**src/rtl/core/klex_pkg.sv**
```systemverilog
`default_nettype none
// ----------------------------------------------------------------------------
// klex_pkg - shared types and helpers for the keyword/identifier/number lexer
// Character classes, token kinds, scan modes, and the command and status
// bundles that pass between the lexer controller and its datapath.
// ----------------------------------------------------------------------------
package klex_pkg;

	localparam int MAX_TOKEN_LEN_DEF = 32;

	// token kind codes as carried on the result side
	localparam logic [2:0] KIND_NUM     = 3'd0;
	localparam logic [2:0] KIND_IDENT   = 3'd1;
	localparam logic [2:0] KIND_KEYWORD = 3'd2;
	localparam logic [2:0] KIND_SYMBOL  = 3'd3;
	localparam logic [2:0] KIND_INVALID = 3'd4;

	typedef enum logic [2:0] {
		CLS_DIGIT,
		CLS_ALPHA,
		CLS_UNDER,
		CLS_SPACE,
		CLS_NEWLINE,
		CLS_SYMBOL,
		CLS_OTHER
	} char_class_t;

	typedef enum logic [1:0] {
		MODE_IDLE,
		MODE_NUM,
		MODE_IDENT
	} scan_mode_t;

	typedef struct packed {
		logic use_held;   // operate on the held character instead of the input
		logic capture;    // hold the input word for later
		logic append;     // add the selected character to the token text
		logic clear;      // close the open token
		logic open_num;
		logic open_ident;
		logic idx_clear;  // rewind the text read pointer
		logic idx_inc;
		logic emit_load;  // load the output with the next buffered byte
		logic sym_load;   // load the output with a one-byte symbol or invalid token
		logic run_last;
	} cmd_t;

	typedef struct packed {
		scan_mode_t  mode;
		logic        act;
		char_class_t cls;
		logic        lz;
		logic        last_byte;
		logic        out_free;
	} status_t;

	function automatic char_class_t klex_classify(input logic [7:0] c);
		char_class_t r;
		if (c inside {[8'h30:8'h39]})
			r = CLS_DIGIT;
		else if (c inside {[8'h41:8'h5A], [8'h61:8'h7A]})
			r = CLS_ALPHA;
		else if (c == 8'h5F)
			r = CLS_UNDER;
		else if (c == 8'h0A)
			r = CLS_NEWLINE;
		else if (c inside {8'h20, 8'h09, 8'h0B, 8'h0C, 8'h0D})
			r = CLS_SPACE;
		else if (c inside {"+", "-", "*", "=", "(", ")", "{", "}", "<", ">", ";"})
			r = CLS_SYMBOL;
		else
			r = CLS_OTHER;
		return r;
	endfunction

	// keyword spelling checks, one position at a time
	function automatic logic kw_if_at(input logic [2:0] pos, input logic [7:0] c);
		return (pos == 3'd0 && c == "i") || (pos == 3'd1 && c == "f");
	endfunction

	function automatic logic kw_else_at(input logic [2:0] pos, input logic [7:0] c);
		return (pos == 3'd0 && c == "e") || (pos == 3'd1 && c == "l") ||
			(pos == 3'd2 && c == "s") || (pos == 3'd3 && c == "e");
	endfunction

	function automatic logic kw_while_at(input logic [2:0] pos, input logic [7:0] c);
		return (pos == 3'd0 && c == "w") || (pos == 3'd1 && c == "h") ||
			(pos == 3'd2 && c == "i") || (pos == 3'd3 && c == "l") ||
			(pos == 3'd4 && c == "e");
	endfunction

endpackage
`default_nettype wire

```
**src/rtl/core/keyword_identifier_number_lexer.sv**
```systemverilog
`default_nettype none
// ----------------------------------------------------------------------------
// keyword_identifier_number_lexer - character stream tokenizer
// Splits a byte stream into number, identifier, keyword, symbol and invalid
// tokens, sending each token's text one byte per output word.
// ----------------------------------------------------------------------------
// One input word is one character, or an end marker (s_tuser high) that
// flushes an open token. A character or end marker that closes a token is
// held while the buffered text is read back from the text memory one byte
// per cycle, while the output is free, through its single registered read
// port; a closing character that is itself a one-byte token is then sent
// as that token. Output backpressure stalls the readout, and a new word is
// taken only in the scan state while the output register is empty or being
// drained, or while halted. Token text beyond MAX_TOKEN_LEN bytes is dropped
// and every byte of that token carries the cut-off flag; a cut identifier is
// never a keyword. A number that starts with '0' directly followed by a digit
// halts the block: all later words are accepted and dropped until reset.
// No clearing pass is needed after reset.
// ----------------------------------------------------------------------------
module keyword_identifier_number_lexer #(
	parameter int MAX_TOKEN_LEN = klex_pkg::MAX_TOKEN_LEN_DEF
) (
	input  wire logic       clk,
	input  wire logic       arst_n,
	input  wire logic       s_tvalid,
	output logic            s_tready,
	input  wire logic [7:0] s_tdata,   // [7:0] char_byte
	input  wire logic       s_tuser,   // [0] action (1 = end of input)
	output logic            m_tvalid,
	input  wire logic       m_tready,
	output logic [7:0]      m_tdata,   // [7:0] text_byte
	output logic [4:0]      m_tuser,   // [2:0] token_kind, [3] run_last, [4] cut_off
	output logic            m_tlast    // token_last
);
	import klex_pkg::*;

	cmd_t    cmd;
	status_t st;

	// controller: per-word decisions and token readout sequencing
	klex_ctrl u_ctrl (
		.clk      (clk),
		.arst_n   (arst_n),
		.s_tvalid (s_tvalid),
		.s_tready (s_tready),
		.st       (st),
		.cmd      (cmd)
	);

	// datapath: text buffer, token state, output register
	klex_dp #(
		.MAX_TOKEN_LEN (MAX_TOKEN_LEN)
	) u_dp (
		.clk      (clk),
		.arst_n   (arst_n),
		.s_tdata  (s_tdata),
		.s_tuser  (s_tuser),
		.m_tready (m_tready),
		.m_tvalid (m_tvalid),
		.m_tdata  (m_tdata),
		.m_tuser  (m_tuser),
		.m_tlast  (m_tlast),
		.cmd      (cmd),
		.st       (st)
	);

endmodule
`default_nettype wire

```
**src/rtl/core/klex_ctrl.sv**
```systemverilog
`default_nettype none
// ----------------------------------------------------------------------------
// klex_ctrl - lexer controller
// Decides per input word what the datapath does, and sequences the output
// of a closed token byte by byte.
// ----------------------------------------------------------------------------
module klex_ctrl (
	input  wire logic              clk,
	input  wire logic              arst_n,
	input  wire logic              s_tvalid,
	output logic                   s_tready,
	input  wire klex_pkg::status_t st,
	output klex_pkg::cmd_t         cmd
);
	import klex_pkg::*;

	typedef enum logic [1:0] {
		ST_SCAN,
		ST_EMIT,
		ST_SYM,
		ST_HALT
	} state_t;

	state_t state_q;
	state_t state_d;
	logic   tok_open;
	logic   needs_sym;

	assign tok_open  = (st.mode == MODE_NUM) || (st.mode == MODE_IDENT);
	assign needs_sym = (st.cls == CLS_SYMBOL) || (st.cls == CLS_OTHER) ||
		(st.cls == CLS_UNDER);

	always_comb begin
		cmd      = '0;
		state_d  = state_q;
		s_tready = 1'b0;
		case (state_q)
			ST_SCAN: begin
				s_tready = st.out_free;
				if (s_tvalid && st.out_free) begin
					if (st.act) begin
						if (tok_open) begin
							cmd.capture   = 1'b1;
							cmd.idx_clear = 1'b1;
							state_d       = ST_EMIT;
						end
					end else if (st.cls == CLS_NEWLINE) begin
						// drop: newline neither ends nor joins a token
					end else if (st.mode == MODE_NUM && st.lz && st.cls == CLS_DIGIT) begin
						cmd.clear = 1'b1;
						state_d   = ST_HALT;
					end else if ((st.mode == MODE_NUM && st.cls == CLS_DIGIT) ||
						(st.mode == MODE_IDENT && (st.cls == CLS_DIGIT ||
						st.cls == CLS_ALPHA || st.cls == CLS_UNDER))) begin
						cmd.append = 1'b1;
					end else if (tok_open) begin
						cmd.capture   = 1'b1;
						cmd.idx_clear = 1'b1;
						state_d       = ST_EMIT;
					end else if (st.cls == CLS_DIGIT) begin
						cmd.open_num = 1'b1;
						cmd.append   = 1'b1;
					end else if (st.cls == CLS_ALPHA) begin
						cmd.open_ident = 1'b1;
						cmd.append     = 1'b1;
					end else if (needs_sym) begin
						cmd.sym_load = 1'b1;
						cmd.run_last = 1'b1;
					end
				end
			end
			ST_EMIT: begin
				cmd.use_held = 1'b1;
				if (st.out_free) begin
					cmd.emit_load = 1'b1;
					cmd.run_last  = st.last_byte && (st.act || !needs_sym);
					if (st.last_byte) begin
						cmd.clear = 1'b1;
						state_d   = ST_SCAN;
						if (!st.act) begin
							if (st.cls == CLS_DIGIT) begin
								cmd.open_num = 1'b1;
								cmd.append   = 1'b1;
							end else if (st.cls == CLS_ALPHA) begin
								cmd.open_ident = 1'b1;
								cmd.append     = 1'b1;
							end else if (needs_sym) begin
								state_d = ST_SYM;
							end
						end
					end else begin
						cmd.idx_inc = 1'b1;
					end
				end
			end
			ST_SYM: begin
				cmd.use_held = 1'b1;
				if (st.out_free) begin
					cmd.sym_load = 1'b1;
					cmd.run_last = 1'b1;
					state_d      = ST_SCAN;
				end
			end
			ST_HALT: begin
				// swallow everything until reset
				s_tready = 1'b1;
			end
			default: begin
				state_d = ST_SCAN;
			end
		endcase
	end

	always_ff @(posedge clk or negedge arst_n) begin
		if (!arst_n) begin
			state_q <= ST_SCAN;
		end else begin
			state_q <= state_d;
		end
	end

`ifndef NO_ASSERTIONS
	a_halt_sticks: assert property (@(posedge clk) disable iff (!arst_n)
		state_q == ST_HALT |=> state_q == ST_HALT)
		else $error("lexer left the halted state");

	a_load_needs_room: assert property (@(posedge clk) disable iff (!arst_n)
		(cmd.emit_load || cmd.sym_load) |-> st.out_free)
		else $error("output loaded while occupied");

	a_sym_class: assert property (@(posedge clk) disable iff (!arst_n)
		state_q == ST_SYM |-> (st.cls == CLS_SYMBOL || st.cls == CLS_OTHER ||
		st.cls == CLS_UNDER))
		else $error("one-byte token pending for a character that makes none");
`endif

endmodule
`default_nettype wire

```
**src/rtl/core/klex_dp.sv**
```systemverilog
`default_nettype none
// ----------------------------------------------------------------------------
// klex_dp - lexer datapath
// Token text buffer, length and overflow tracking, keyword match, held input
// word, and the output register.
// ----------------------------------------------------------------------------
module klex_dp #(
	parameter int MAX_TOKEN_LEN = klex_pkg::MAX_TOKEN_LEN_DEF
) (
	input  wire logic           clk,
	input  wire logic           arst_n,
	input  wire logic [7:0]     s_tdata,
	input  wire logic           s_tuser,
	input  wire logic           m_tready,
	output logic                m_tvalid,
	output logic [7:0]          m_tdata,
	output logic [4:0]          m_tuser,
	output logic                m_tlast,
	input  wire klex_pkg::cmd_t cmd,
	output klex_pkg::status_t   st
);
	import klex_pkg::*;

	localparam int IDX_W = $clog2(MAX_TOKEN_LEN);
	localparam int LEN_W = $clog2(MAX_TOKEN_LEN + 1);
	localparam logic [LEN_W-1:0] LEN_MAX = LEN_W'(MAX_TOKEN_LEN);

	logic [7:0]       mem [MAX_TOKEN_LEN];
	logic [7:0]       rdata_q;
	logic [7:0]       char_q;
	logic             act_q;
	logic [IDX_W-1:0] idx_q;
	logic [IDX_W-1:0] idx_d;
	logic [LEN_W-1:0] len_q;
	logic [LEN_W-1:0] base_len;
	logic             ovf_q;
	logic             lz_q;
	scan_mode_t       mode_q;
	logic             kw_if_q;
	logic             kw_else_q;
	logic             kw_while_q;
	logic [2:0]       pos;
	logic [7:0]       sel_char;
	logic             sel_act;
	char_class_t      cls;
	logic             wr_ok;
	logic             keyword;
	logic             last_byte;

	logic             out_valid_q;
	logic [2:0]       out_kind_q;
	logic [7:0]       out_byte_q;
	logic             out_last_q;
	logic             out_run_q;
	logic             out_cut_q;
	logic             out_free;

	assign sel_char  = cmd.use_held ? char_q : s_tdata;
	assign sel_act   = cmd.use_held ? act_q : s_tuser;
	assign cls       = klex_classify(sel_char);
	assign base_len  = cmd.clear ? '0 : len_q;
	assign wr_ok     = cmd.append && (base_len < LEN_MAX);
	assign pos       = (base_len < LEN_W'(6)) ? base_len[2:0] : 3'd7;
	assign last_byte = (LEN_W'(idx_q) + LEN_W'(1)) == len_q;
	assign keyword   = !ovf_q && ((kw_if_q && len_q == LEN_W'(2)) ||
		(kw_else_q && len_q == LEN_W'(4)) || (kw_while_q && len_q == LEN_W'(5)));
	assign out_free  = !out_valid_q || m_tready;

	always_comb begin
		if (cmd.idx_clear)
			idx_d = '0;
		else if (cmd.idx_inc)
			idx_d = idx_q + IDX_W'(1);
		else
			idx_d = idx_q;
	end

	// text buffer: one write port, one registered read port
	always_ff @(posedge clk) begin
		if (wr_ok)
			mem[base_len[IDX_W-1:0]] <= sel_char;
		rdata_q <= mem[idx_d];
	end

	always_ff @(posedge clk) begin
		if (cmd.capture) begin
			char_q <= s_tdata;
			act_q  <= s_tuser;
		end
		idx_q <= idx_d;
	end

	always_ff @(posedge clk or negedge arst_n) begin
		if (!arst_n) begin
			len_q      <= '0;
			ovf_q      <= 1'b0;
			lz_q       <= 1'b0;
			mode_q     <= MODE_IDLE;
			kw_if_q    <= 1'b0;
			kw_else_q  <= 1'b0;
			kw_while_q <= 1'b0;
		end else begin
			len_q <= wr_ok ? base_len + LEN_W'(1) : base_len;
			ovf_q <= (ovf_q && !cmd.clear) || (cmd.append && !wr_ok);
			if (cmd.open_num) begin
				mode_q <= MODE_NUM;
				lz_q   <= (sel_char == "0");
			end else if (cmd.open_ident) begin
				mode_q <= MODE_IDENT;
				lz_q   <= 1'b0;
			end else if (cmd.clear) begin
				mode_q <= MODE_IDLE;
				lz_q   <= 1'b0;
			end
			if (cmd.append) begin
				kw_if_q    <= (pos == 3'd0 || kw_if_q) && kw_if_at(pos, sel_char);
				kw_else_q  <= (pos == 3'd0 || kw_else_q) && kw_else_at(pos, sel_char);
				kw_while_q <= (pos == 3'd0 || kw_while_q) && kw_while_at(pos, sel_char);
			end else if (cmd.clear) begin
				kw_if_q    <= 1'b0;
				kw_else_q  <= 1'b0;
				kw_while_q <= 1'b0;
			end
		end
	end

	// output register
	always_ff @(posedge clk or negedge arst_n) begin
		if (!arst_n) begin
			out_valid_q <= 1'b0;
		end else if (cmd.emit_load || cmd.sym_load) begin
			out_valid_q <= 1'b1;
		end else if (m_tready) begin
			out_valid_q <= 1'b0;
		end
	end

	always_ff @(posedge clk) begin
		if (cmd.emit_load) begin
			out_kind_q <= (mode_q == MODE_NUM) ? KIND_NUM :
				(keyword ? KIND_KEYWORD : KIND_IDENT);
			out_byte_q <= rdata_q;
			out_last_q <= last_byte;
			out_run_q  <= cmd.run_last;
			out_cut_q  <= ovf_q;
		end else if (cmd.sym_load) begin
			out_kind_q <= (cls == CLS_SYMBOL) ? KIND_SYMBOL : KIND_INVALID;
			out_byte_q <= sel_char;
			out_last_q <= 1'b1;
			out_run_q  <= cmd.run_last;
			out_cut_q  <= 1'b0;
		end
	end

	assign m_tvalid = out_valid_q;
	assign m_tdata  = out_byte_q;
	assign m_tlast  = out_last_q;
	assign m_tuser  = {out_cut_q, out_run_q, out_kind_q};

	assign st.mode      = mode_q;
	assign st.act       = sel_act;
	assign st.cls       = cls;
	assign st.lz        = lz_q;
	assign st.last_byte = last_byte;
	assign st.out_free  = out_free;

`ifndef NO_ASSERTIONS
	a_len_range: assert property (@(posedge clk) disable iff (!arst_n)
		len_q <= LEN_MAX)
		else $error("token length past buffer size");

	a_ovf_full: assert property (@(posedge clk) disable iff (!arst_n)
		ovf_q |-> len_q == LEN_MAX)
		else $error("overflow flagged with room left");

	a_idle_empty: assert property (@(posedge clk) disable iff (!arst_n)
		mode_q == MODE_IDLE |-> len_q == '0)
		else $error("buffered text with no open token");

	a_lz_single: assert property (@(posedge clk) disable iff (!arst_n)
		lz_q |-> (mode_q == MODE_NUM && len_q == LEN_W'(1)))
		else $error("leading zero flag on a token other than a lone zero");
`endif

endmodule
`default_nettype wire
```
**config.mk**
```make
export PLATFORM = sky130hd
export DESIGN_NAME = keyword_identifier_number_lexer
export DESIGN_NICKNAME = d
export VERILOG_FILES = /design/src/rtl/core/klex_pkg.sv /design/src/rtl/core/keyword_identifier_number_lexer.sv /design/src/rtl/core/klex_ctrl.sv /design/src/rtl/core/klex_dp.sv
export SDC_FILE = /design/constraint.sdc
export NUM_CORES = 1
export LEC_CHECK = 0
export ABC_AREA = 1
export BUFFER_PORTS_ARGS = -buffer_cell sky130_fd_sc_hd__buf_2
export CORE_ASPECT_RATIO = 0.9
export CORE_UTILIZATION = 30
export DETAILED_ROUTE_END_ITERATION = 10
export HOLD_SLACK_MARGIN = 0.08
export REMOVE_ABC_BUFFERS = 1
export SETUP_SLACK_MARGIN = 0.05
export SYNTH_ARGS = -nofsm -noshare
export SYNTH_HDL_FRONTEND = slang
export SYNTH_SLANG_ARGS = --single-unit
```
**constraint.sdc**
```tcl
create_clock -name clk -period 4.6 [get_ports clk]
set_input_delay 1.38 -clock clk [delete_from_list [all_inputs] [get_ports clk]]
set_output_delay 1.38 -clock clk [all_outputs]
set_load 0.02 [all_outputs]
```
**Word-level counts from Yosys, hierarchy flattened**

Memories as Yosys holds them, arrays and structs flattened. A register that Yosys moved wholly into a read port is not among the register bits.
Cells that the tools add are included.

- Register bits after elaboration: 44
- RAM bits: 256
- Output and inout bits: 16
- Logic and storage cells: 246
- Memories kept: 1

- Add/sub/neg operators: 3
- $lt $le $gt $ge: 8
- Eq/ne operators: 50
- Multiplexer cells: 96
- Reductions and logical operators: 71

Memory list:

| name | depth | bits a word | rd ports | clocked after Yosys merged registers in | write ports | RTL line | RTL |
|---|---|---|---|---|---|---|---|
| u_dp.mem | 32 | 8 | 1 | 1 | 1 | klex_dp.sv:28 | `logic [7:0] mem [MAX_TOKEN_LEN];` |

Operators with widths:

| kind | number |
|---|---|
| $eq A8 B6 Y1 const B | 11 |
| $eq A8 B7 Y1 const B | 10 |
| $mux W2 | 33 |
| $eq A8 B4 Y1 const B | 5 |
| $mux W3 | 12 |
| $mux W1 | 34 |
| $logic_and A1 B1 Y1 | 30 |
| $mux W6 | 4 |
| $mux W8 | 3 |
| $logic_or A1 B1 Y1 | 23 |
| $ge A8 B7 Y1 const B | 2 |
| $le A8 B7 Y1 const B | 2 |
| $eq A3 B3 Y1 const B | 4 |
| $eq A6 B3 Y1 const B | 2 |
| $mux W4 | 3 |
| $reduce_bool A11 Y1 | 1 |
| $mux W5 | 2 |
| $eq A3 B2 Y1 const B | 3 |
| $ge A8 B6 Y1 const B | 1 |
| $le A8 B6 Y1 const B | 1 |
| $ne A2 B1 Y1 const B | 4 |
| $pmux W4 S2 | 1 |
| $reduce_bool A2 Y1 | 4 |
| $reduce_and A7 Y1 | 1 |
| other kinds (21) | 32 |

**Depth between registers and ports, before layout**

- Depth in word-level cells: 34
- Gate-level depth with buffers: 24
- Gate-level depth less buffers: 24

**By module**

From an unflattened synthesis, not the netlist that was laid out.

- Cell total of the unflattened synthesis: 1608
- Area total of the unflattened synthesis: 15164.5 um2

By module, submodules not included:

| module | instances | cells an instance | area each (um2) | sequential area each (um2) |
|---|---|---|---|---|
| klex_dp | 1 | 1516 | 14632.8 | 8988.6 |
| klex_ctrl | 1 | 92 | 531.8 | 50.0 |

**Worst setup path before layout**

Ideal clock, no wire load.

- Path type: in2reg
- Start: input s_tdata[6]
- End: memory u_dp.mem[14][0] (enable)
- Setup time: 0.370 ns
- Data arrival time: 3.625 ns
- Data required time: 4.230 ns
- Setup slack: 0.605 ns
- Stages: 16
- Path buffers: 0
- Path through: nand2_1 > nand2_1 > inv_1 > nand2_1 > nor2_2 > nand2_2 > nor2_2 > inv_2 > nor2_2 > nand2_2 > nand2_4 > inv_2 > nand2_1 > ha_1 > nand2_1 > nor2_1

- Word-level cells in the longest chain between the ends: 23
- Elaborated cells on any way between the ends: 65
- Classes of those cells: 7 x order compare; 21 x eq/ne; 23 x mux; 14 x reduce/logical

RTL lines:

| item | RTL line | RTL |
|---|---|---|
| from (decl) | keyword_identifier_number_lexer.sv:27 | `input wire logic [7:0] s_tdata,` |
| $mux W8 * | klex_dp.sv:58 | `assign sel_char = cmd.use_held ? char_q : s_tdata;` |
| via u_dp.sel_char[6] | klex_dp.sv:43 | `logic [7:0] sel_char;` |
| $eq A8 B6 Y1 / $eq A8 B7 Y1 (equally long branches) | klex_pkg.sv:69 | `else if (c inside {"+", "-", "*", "=", "(", ")", "{", "}", "<", ">", ";"})` |
| $reduce_bool A11 Y1 | klex_pkg.sv:69 |  |
| $mux W2 | klex_pkg.sv:69 |  |
| $mux W3 | klex_pkg.sv:67 | `else if (c inside {8'h20, 8'h09, 8'h0B, 8'h0C, 8'h0D})` |
| $mux W3 | klex_pkg.sv:65 | `else if (c == 8'h0A)` |
| $mux W3 | klex_pkg.sv:63 | `else if (c == 8'h5F)` |
| [6 not listed] | n/a |  |
| $logic_or A1 B1 Y1 | klex_ctrl.sv:52 | `end else if ((st.mode == MODE_NUM && st.cls == CLS_DIGIT) \|\|` |
| $mux W1 | klex_ctrl.sv:52 |  |
| $mux W2 | klex_ctrl.sv:49 | `end else if (st.mode == MODE_NUM && st.lz && st.cls == CLS_DIGIT) begin` |
| $mux W6 | klex_ctrl.sv:47 | `end else if (st.cls == CLS_NEWLINE) begin` |
| $mux W4 | klex_ctrl.sv:41 | `if (st.act) begin` |
| $mux W6 | klex_ctrl.sv:40 | `if (s_tvalid && st.out_free) begin` |
| $pmux W4 S2 * | klex_ctrl.sv:37 | `case (state_q)` |
| branches (longest 3 deep; another with $lt A6 B6 Y1) | n/a |  |
| to (decl) | klex_dp.sv:28 |  |

Mark *: on every way through the listed nets, which the timed path passes.

**Final worst setup path**

- Start: register u_ctrl.state_q[0]
- End: register u_dp.rdata_q[6] (read register of u_dp.mem)

- Word-level cells in the longest chain between the ends: 24
- Elaborated cells on any way between the ends: 62
- Classes of those cells: 6 x order compare; 23 x eq/ne; 18 x mux; 15 x reduce/logical

RTL lines:

| item | RTL line | RTL |
|---|---|---|
| from (decl) | klex_ctrl.sv:24 | `state_t state_q;` |
| from (signal assigned) | klex_ctrl.sv:118 | `state_q <= state_d;` |
| $eq A2 B1 Y1 / $eq A2 B2 Y1 (equally long branches) | klex_ctrl.sv:37 |  |
| $reduce_or A2 Y1 (no source line) * | n/a |  |
| $mux W1 * | klex_ctrl.sv:37 |  |
| $mux W8 * | klex_dp.sv:58 |  |
| via u_dp.sel_char[3] | klex_dp.sv:43 |  |
| $eq A8 B6 Y1 / $eq A8 B7 Y1 (equally long branches) | klex_pkg.sv:69 |  |
| $reduce_bool A11 Y1 | klex_pkg.sv:69 |  |
| $mux W2 | klex_pkg.sv:69 |  |
| [9 not listed] | n/a |  |
| $logic_or A1 B1 Y1 | klex_ctrl.sv:52 |  |
| $mux W3 | klex_ctrl.sv:52 |  |
| $mux W3 | klex_ctrl.sv:49 |  |
| $mux W6 * | klex_ctrl.sv:47 |  |
| $mux W1 * | klex_ctrl.sv:41 |  |
| $mux W6 * | klex_ctrl.sv:40 |  |
| $mux W1 * | klex_ctrl.sv:37 |  |
| $mux W5 * | klex_dp.sv:70 | `if (cmd.idx_clear)` |
| to (decl) | klex_dp.sv:29 | `logic [7:0] rdata_q;` |

The timed path passes the listed nets; every way through them passes the cells marked *.
A chain may end at the register's enable or synchronous reset.

==> flow_summary.ini <==
[yosys]
avgSynthCellArea_um2 = 9.54
synthCells = 1516
synth_most_common_cell = nand2_1
synthDistinctLibCells = 42
synthTopCellsByArea = edfxtp_1 (58%), nand2_1 (8.9%), nand3_1 (7.6%), inv_1 (5.9%), nor2_1 (5.3%)
netlist_area_um2 = 14500
ys_warn_count = 0
synth-main-ff-cell = edfxtp_1
synth_edf_count = 279
ys_ff_latch = 308
yosysTopAreaCell = edfxtp_1
netlist_top_cells_count = nand2_1 (343), edfxtp_1 (279), inv_1 (228)
synth_top_area_frac = 0.579
async_flop_share = 0.0519
synth-seq-area-share = 0.625

[die]
die_y_um = 210
initial_core_util = 0.307
die_area_um2 = 49100
num_rows = 75
die_x_um = 233
ios = 29
core_um2 = 47100

[critical_path]
r2r-start = u_ctrl.state_q[0]
reg2reg_to = u_dp.rdata_q[6]
start_kind = flip-flop
rr_worst_depth = 23
path_class = reg -> reg
cp-startpoint = u_ctrl.state_q[0]
arrival_ns = 4.39
r2r_setup_slack_ns = 0.68
crit_fanout = 66
cp.required_ns = 5.07
end_kind = flip-flop

[power]
vdd_drop_max_uv = 291
p_leak_nw = 6.73
p_total_mw = 5.87
power_density_nw_per_um2 = 353

[routing]
drt-total-wl_um = 38500
top_layer = met4
wl_met3_um = 2520
drtPass1Iterations = 6
via_per_inst = 4.75
drtIter0Drc = 991
routedWlPerCell_um = 17.3
ant_nets = 0
drcViolationCount = 0
met1Wirelength_um = 17300
num_vias = 10561
wl_met2_um = 17800

[clock_network]
cts_sinks = 308
postCtsSetupBuffers = 0
cts.path.max_buffers = 3
holdBufCountCts = 0
cts_max_level = 2
clk_pin_slew_ns = 0.06
insertion_delay_ns = 0.52
cts_resized = 0
cts_root_buf = clkbuf_16
numCtsBuffers = 34
cts_tree = done

[sta]
finClkSkew_ns = 0.0128
finalMaxSlewViolations = 0
setup_viol = 0
rsz0062_at_grt = no
final.setup.tns_ns = 0
fin_hold_ws_ns = 0.510
min_period_ns = 3.92
finalCritPeriodShare = 0.852
maxSlewHeadroom = 0.568
hold_viol = 0
clock.fmax_mhz = 255
max_slew.worst_pin.slew_ns = 0.646

[global_route]
grt_max_degree = 82
antenna_found_initial = 0
first_global_vias = 10169
grt_pass1_wl_um = 59200
overflow = 0
grt_use_total = 0.158

[layout]
drive_above_1_share = 0.116
diodes = 0
area_growth_pct = 15.0
final_area_um2 = 16600
nets = 1607
final_util = 0.353

[min_path]
hold_path.class = reg -> reg
min_to = u_dp.kw_else_q
min_path_cells = 2
worstHoldStart = u_dp.kw_else_q

[place]
place_congestion = 0.938
dp_hpwl_um = 25300
dpl_cell_area_um2 = 15600
portBuffers = 28

[run_status]
outcome = complete, no violations

[run]
cap_viol_max_count = 0
[registers in the layout, indices dropped and copies added, names as in the netlist, 3 cells and up]
| signal | count |
|---|---|
| u_dp.char_q | 8 |
| u_dp.idx_q | 5 |
| u_dp.len_q | 6 |
| u_dp.m_tdata | 8 |
| u_dp.mem | 256 |
| u_dp.out_kind_q | 3 |
| u_dp.rdata_q | 8 |
[per-layer routing]
layer,track usage,up-vias
met1,0.224,5072
met5,0,-
met3,0.0227,65
li1,-,5055
met2,0.253,369
met4,0.0399,0
[placed cells by master, fill, tap and decap left out, types with 2 or more instances in the layout]
cell and n:
a21oi_1 6, a22oi_1 2, buf_12 4, buf_2 28, buf_4 61, bufinv_16 2
clkbuf_1 12, clkbuf_16 37, clkinv_1 3, clkinv_2 5, clkinvlp_4 2, dfrtp_1 16
dfxtp_1 13, edfxtp_1 279, ha_1 11, inv_1 227, inv_2 12, nand2_1 342
nand2_2 13, nand2_4 5, nand3_1 220, nand3b_1 26, nand4_1 6, nor2_1 206
nor2_2 7, nor2_4 2, nor3_1 5, o211ai_1 2, o21ai_0 26, o21ai_1 2
o21ai_2 2, o22ai_1 5, or2_2 2, xnor2_1 2, xor2_1 4
[how the worst max path moves through the flow]
stage	to	depth (start not counted)
floorplan	u_dp.rdata_q[5]	14
global placement	u_dp.rdata_q[6]	21
detailed placement	u_dp.mem[10][6]	19
CTS	u_dp.rdata_q[6]	24
global route	u_dp.rdata_q[6]	24
finish	u_dp.rdata_q[6]	23
[critical path, stage by stage, from the launching register on]
cell,delay (ns)
dfrtp_1,0.39
inv_1,0.09
ha_1,0.41
inv_2,0.21
nand2_1,0.09
nand2_2,0.18
inv_2,0.10
nor2_2,0.15
inv_2,0.08
nor3_2,0.32
nor2_1,0.07
nand3_1,0.10
nand2_2,0.07
nand2_4,0.10
buf_12,0.30
nand2_4,0.09
buf_4,0.30
nand2_1,0.12
nand3_1,0.14
nand3_1,0.12
nand3_1,0.15
nand2_1,0.09
nand2_1,0.05
nand2_1,0.07
[power breakdown]
group / internal (mW) / total [mW] / switching, mW
clock network: 1.58 / 2.66 / 1.08
registers: 3.05 / 3.06 / 0.00555
logic: 0.0336 / 0.151 / 0.118
[layout make-up]
| type | instances | area (um^2) |
|---|---|---|
| clock buffer | 49 | 971 |
| clock inverter | 11 | 106 |
| fill | 4729 | 30500 |
| inverter | 240 | 902 |
| multi-input combinational | 906 | 4170 |
| sequential | 308 | 9040 |
| tap | 616 | 771 |
| timing repair buffer | 93 | 678 |
[cells by family (layout without fill, tap and decap cells)]
logic type               after synthesis  count (layout)  synth area share
AND/OR/NAND/NOR                      838             838             0.252
flip-flops                           308             308             0.625
buffers and inverters                302             393            0.0883
AO/OA/AOI/OAI                         51              51            0.0214
adder cells (fa/ha/maj)               11              11           0.00951
XOR/XNOR                               6               6           0.00363
[metrics by stage]
step,instances,setup slack (ns)
after floorplan,1454,-1.80
after global placement,2163,0.371
after detailed placement,2163,0.351
after CTS,2223,0.704
after global routing,2223,0.306
final,2223,0.682
(Power assumes the default switching activity.)
